## src/rtl/abnf_pkg.sv

```systemverilog
// shared constants and types for the alpha bleed neighbor fill block
package abnf_pkg;

  localparam int MAX_WIDTH = 2048;
  localparam int ADDR_W    = $clog2(MAX_WIDTH);
  localparam int COL_W     = 12;
  localparam int ROW_W     = 17;
  localparam int CNT_W     = 27;
  localparam int SUM_W     = 11;
  localparam int NCNT_W    = 4;

  localparam logic REG_WIDTH  = 1'b0;
  localparam logic REG_HEIGHT = 1'b1;

  typedef logic [2:0][SUM_W-1:0] sums_t;
  typedef logic [2:0][7:0]       quo_t;

  typedef struct packed {
    logic              start;
    sums_t             sums;
    logic [NCNT_W-1:0] cnt;
  } div_req_t;

endpackage

```

## src/rtl/abnf_div.sv

```systemverilog
// three-lane restoring divider, one quotient bit per cycle
module abnf_div import abnf_pkg::*; (
  input  logic     clk,
  input  logic     rst_n,
  input  div_req_t req,
  output logic     done,
  output quo_t     quo
);

  logic                         busy_r;
  logic                         done_r;
  logic [3:0]                   step_r;
  logic [NCNT_W-1:0]            cnt_r;
  logic [2:0][SUM_W-1:0]        dvd_r;
  logic [2:0][NCNT_W-1:0]       rem_r;
  logic [2:0][SUM_W-1:0]        dvd_nxt;
  logic [2:0][NCNT_W-1:0]       rem_nxt;

  always_comb begin
    logic [NCNT_W:0] sh;
    for (int l = 0; l < 3; l++) begin
      sh = {rem_r[l], dvd_r[l][SUM_W-1]};
      if (sh >= {1'b0, cnt_r}) begin
        rem_nxt[l] = NCNT_W'(sh - {1'b0, cnt_r});
        dvd_nxt[l] = {dvd_r[l][SUM_W-2:0], 1'b1};
      end else begin
        rem_nxt[l] = sh[NCNT_W-1:0];
        dvd_nxt[l] = {dvd_r[l][SUM_W-2:0], 1'b0};
      end
    end
  end

  always_ff @(posedge clk) begin
    if (!rst_n) begin
      busy_r <= 1'b0;
      done_r <= 1'b0;
      step_r <= '0;
    end else begin
      done_r <= 1'b0;
      if (req.start) begin
        busy_r <= 1'b1;
        step_r <= '0;
      end else if (busy_r) begin
        step_r <= step_r + 4'd1;
        if (step_r == 4'(SUM_W - 1)) begin
          busy_r <= 1'b0;
          done_r <= 1'b1;
        end
      end
    end
  end

  always_ff @(posedge clk) begin
    if (req.start) begin
      dvd_r <= req.sums;
      rem_r <= '0;
      cnt_r <= req.cnt;
    end else if (busy_r) begin
      dvd_r <= dvd_nxt;
      rem_r <= rem_nxt;
    end
  end

  assign done = done_r;
  always_comb begin
    for (int l = 0; l < 3; l++) quo[l] = dvd_r[l][7:0];
  end

endmodule

```

## config.mk

```make
export PLATFORM = sky130hd
export DESIGN_NAME = abnf_div
export DESIGN_NICKNAME = d
export VERILOG_FILES = /design/src/rtl/abnf_pkg.sv /design/src/rtl/abnf_div.sv
export SDC_FILE = /design/constraint.sdc
export NUM_CORES = 1
export LEC_CHECK = 0
export BUFFER_PORTS_ARGS = -buffer_cell sky130_fd_sc_hd__buf_2
export CORE_ASPECT_RATIO = 0.75
export CORE_MARGIN = 2
export CORE_UTILIZATION = 48
export DETAILED_ROUTE_END_ITERATION = 8
export PLACE_DENSITY = 0.68
export SLEW_MARGIN = 20
export SYNTH_ARGS = -nofsm -noshare
export SYNTH_HDL_FRONTEND = slang
export SYNTH_SLANG_ARGS = --single-unit
export TNS_END_PERCENT = 30
```

## constraint.sdc

```tcl
create_clock -name clk -period 2.2 [get_ports clk]
set_input_delay 0.11 -clock clk [delete_from_list [all_inputs] [get_ports clk]]
set_output_delay 0.11 -clock clk [all_outputs]
set_load 0.05 [all_outputs]
```

* Yosys cells after proc, flatten, opt, wreduce, memory -nomap -nowiden *
Cells that the tools add are included.

storage, ports and cells
  flip-flop bits (word level) = 55
  logic and storage cells = 35
  bits of input ports = 40
  output and inout bits = 25

operators by class
  magnitude comparators = 3
  bitwise logic cells = 2
  $add $sub $neg = 4
  reductions and logical operators = 3
  muxes and demuxes = 12
  equal/unequal tests = 1

operators with widths
  operator                                     count
  two-way mux 33 bit                           2
  greater-or-equal comparator 5 x 4 -> 1 bit   3
  two-way mux 4 bit                            3
  subtractor 4 bit                             3
  two-way mux 1 bit                            7
  adder 4 x 1 -> 4 bit, second input constant  1
  equality test 4 bit, second input constant   1
  OR reduction 3 bit                           1
  inverter 1 bit                               2
  nonzero test 2 bit                           1
  OR reduction 2 bit                           1

* Logic depth before layout (Yosys ltp) *
  depth in word-level cells = 4
  depth in mapped cells = 7
  mapped depth without buffers = 7

* Worst setup path after synthesis *
OpenSTA, ideal clock, no wires.

  path kind = register to register
  from = register cnt_r[1]
  to = register rem_r[6] (netlist name)
  path buffers = 0
  setup time = 117 ps
  slack = 284 ps
  arrival time = 1799 ps
  data required time = 2083 ps
  stages on the path, launching flop included = 7
  period minus slack after synthesis = 1916 ps
  cells stage by stage = edfxtp_1 inv_1 ha_1 nor2b_4 o31a_4 or3_1 a32o_1

on the way
  word-level cells in the longest chain between the ends = 2
  elaborated cells on any way between the ends = 3
  classes of those cells = add/sub: 1; order compare: 1; mux: 1

ends and longest elaborated chain
  what                                                                                   line                            source
  from (decl)                                                                            abnf_div.sv:13                  logic [NCNT_W-1:0] cnt_r;
  from (signal assigned)                                                                 abnf_div.sv:57                  cnt_r <= req.cnt;
  subtractor 4 bit / greater-or-equal comparator 5 x 4 -> 1 bit (equally long branches)  abnf_div.sv:24, abnf_div.sv:23
  two-way mux 4 bit (*)                                                                  abnf_div.sv:23                  if (sh >= {1'b0, cnt_r}) begin
  to (signal assigned)                                                                   abnf_div.sv:60                  rem_r <= rem_nxt;
  to (decl)                                                                              abnf_div.sv:15                  logic [2:0][NCNT_W-1:0] rem_r;

Every way passes the cells marked *; elsewhere a longest branch is shown, timed or not.
A chain may end at the register's enable or synchronous reset.

* Final worst setup path *
Same ends and word-level chain as after synthesis.

==> results.json <==
{
  "track_usage": 0.168,
  "cp_data_arrival_time_ns": 2.24,
  "dr.pass1.iters": 4,
  "wl_per_cell_microns": 14.5,
  "finClkSkew_ns": 0.00711,
  "nFillCells": 509,
  "ys_warn_count": 0,
  "drv_cap": 0,
  "grt_pass1_wl_microns": 8870,
  "hp-class": "in -> reg",
  "power_frac_seq": 0.486,
  "worst_pin_slew_ns": 0.541,
  "core_sq_um": 5860,
  "hold_viol": 0,
  "area_growth_pct": 14.1,
  "swShare": 0.308,
  "antenna_cells": 0,
  "drc": 0,
  "synth_seq_area_share": 0.503,
  "slew_headroom": 0.640,
  "final_common_cell": "buf_2",
  "cts_buffer_depth": 2,
  "die_y_microns": 71.6,
  "cts_setup_buffers": 0,
  "pin_count": 65,
  "drt_iter0_markers": 53,
  "synth.area.top_cells": "edfxtp_1 38%, dfxtp_1 12%, mux2_2 12%, buf_4 6.2%, ha_1 6.0%",
  "internal_power_mw": 1.83,
  "dpl_cell_area_sq_um": 3190,
  "multi_input_area_sq_um": 1190,
  "cts_root_buf": "clkbuf_8",
  "clkPwrFrac": 0.247,
  "cp-end-kind": "flip-flop",
  "grt_pass1_vias": 1875,
  "htree_levels": 2,
  "grt_max_degree": 26,
  "vias_per_cell": 5.22,
  "ant_nets": 0,
  "grt_antenna_before_repair": 0,
  "ys_seq_elements": 55,
  "path_max_fanout": 8,
  "cts_tree": "built",
  "grt-ovfl-total": 0,
  "totalWireLength_microns": 5410,
  "gp_congestion": 0.888,
  "total_power_mw": 2.65,
  "drive_above_1_share": 0.372,
  "setup_tns_ns": 0,
  "period_minus_slack_ns": 2.04,
  "synth_cells": 245,
  "synth_nets": 302,
  "fmax_ghz": 0.491,
  "dp_hpwl_microns": 3920,
  "vias": 1951,
  "leakagePower_nw": 1.38,
  "netlist.area_leader.share": 0.380,
  "start_kind": "flip-flop",
  "status": "finished, final reports clean",
  "stdcell_area_sq_um": 3340,
  "rsz0062_at_grt": "no",
  "powerDensity_nw_per_um2": 793,
  "final_nets": 352,
  "die_x_microns": 94.2,
  "initial_core_util": 0.500,
  "switchingPower_mw": 0.816,
  "final-setup-viol-count": 0,
  "synthesis.area_sq_um": 2930,
  "portBuffers": 64,
  "synth_area_per_cell_sq_um": 11.9,
  "synth_cell_types": 40,
  "path_clk_slew_ns": 0.09,
  "period_share": 0.927,
  "num_rows": 24,
  "synth_top_cell_by_area": "edfxtp_1",
  "finalMaxSlewViolations": 0,
  "p_comb_frac": 0.268,
  "fp.dieArea_sq_um": 6740,
  "clock_latency_ns": 0.30,
  "most-common-layout-cells": "64 x buf_2, 37 x edfxtp_1, 30 x mux2_2",
  "required_ns": 2.40,
  "worst_ir_drop_vdd_v": 0.000390,
  "path_class": "reg -> reg",
  "regArea_sq_um": 1470,
  "numCtsBuffers": 5,
  "cts.sinks": 55
}
final timing paths:
kind | start | end | slack [ns] | cells after the start
worst min register to register | rem_r[3] | rem_r[3] | 0.49 | 2
worst max register to register | cnt_r[1] | rem_r[6] | 0.16 | 6
worst min-delay path | rst_n | busy_r | 0.03 | 2
worst max-delay path | cnt_r[1] | rem_r[6] | 0.16 | 6
repair_timing:
action / CTS / global route
hold buffers: 4 / 0
endpoints found under the setup margin: 0 / 1
hold endpoints to repair: 4 / 0
resized for setup: 0 / 1
registers in the layout, indices dropped and copies added (netlist names):
signal	cells
quo	24
rem_r	12
dvd_r	9
cnt_r	4
step_r	4
busy_r	1
done	1
logic make-up after synthesis:
group           Yosys count  share of synthesized area
mux                      30                      0.115
buf+inv                  46                     0.0911
fa+ha+maj                17                     0.0804
xor+xnor                  6                     0.0180
flops                    55                      0.503
simple gates             47                     0.0859
compound gates           44                      0.106
Yosys cell counts:
| cell type | n |
|---|---|
| or3_1 | 1 |
| mux2_2 | 30 |
| o31ai_2 | 1 |
| nor4b_1 | 3 |
| o21a_1 | 4 |
| a211oi_1 | 3 |
| o211ai_1 | 2 |
| o31ai_1 | 3 |
| nor2b_4 | 1 |
| edfxtp_1 | 37 |
| nor3_1 | 7 |
| nand4_1 | 2 |
| xor2_1 | 4 |
| buf_4 | 24 |
| o41ai_1 | 1 |
| nor2_1 | 14 |
| o32ai_1 | 1 |
| nand2_1 | 7 |
| inv_1 | 16 |
| o31a_2 | 1 |
| a31oi_1 | 2 |
| a311oi_1 | 2 |
| buf_2 | 3 |
| ha_1 | 14 |
| o21ai_0 | 12 |
| a22o_1 | 1 |
| nand3b_1 | 1 |
| fa_1 | 3 |
| nand2b_1 | 4 |
| clkbuf_1 | 3 |
| o31a_4 | 1 |
| nand3_1 | 2 |
| dfxtp_1 | 18 |
| a21o_1 | 1 |
| a21oi_1 | 6 |
| xnor2_1 | 2 |
| a32o_1 | 1 |
| nor2b_1 | 3 |
| o31a_1 | 2 |
| and4_1 | 2 |
per-stage QoR:
step | cells | utilization | setup slack [ns] | hold slack, ns
detailed placement | 362 | 0.544 | 0.162 | 0.289
global route | 374 | 0.570 | 0.0315 | 0.0513
floorplan | 245 | - | 0.284 | 0.209
finish | 374 | 0.570 | 0.162 | 0.0341
global placement | 362 | 0.544 | 0.209 | 0.289
CTS | 374 | 0.569 | 0.156 | 0.0297
power by group through the flow:
| stage | clock, mW | combinational [mW] | sequential (mW) |
|---|---|---|---|
| after floorplan | 0 | 0.598 | 1.29 |
| after global placement | 0 | 0.687 | 1.31 |
| final | 0.654 | 0.709 | 1.29 |
| after detailed placement | 0 | 0.698 | 1.31 |
| after global routing | 0.706 | 0.773 | 1.30 |
| after CTS | 0.678 | 0.709 | 1.29 |
routing by layer:
layer	GRT usage	part of all wire
met3	0.0410	0.053
met1	0.240	0.48
met5	0	0
met2	0.253	0.45
met4	0.0564	0.012
critical path, stage by stage (launching register included):
cell	delay (ns)
edfxtp_1	0.36
inv_1	0.25
ha_1	0.31
nor2b_4	0.14
o31a_4	0.31
or3_1	0.31
a32o_1	0.26
final cells by class:
cell class,count,share of cell area
flip-flops and latches,55,0.441
multi-input cells,144,0.357
clock buffers,7,0.0229
repair buffers,73,0.123
clock inverters,1,0.00899
inverters,16,0.0180
well taps,78,0.0292
No activity file was read; power rests on OpenSTA's default activity.
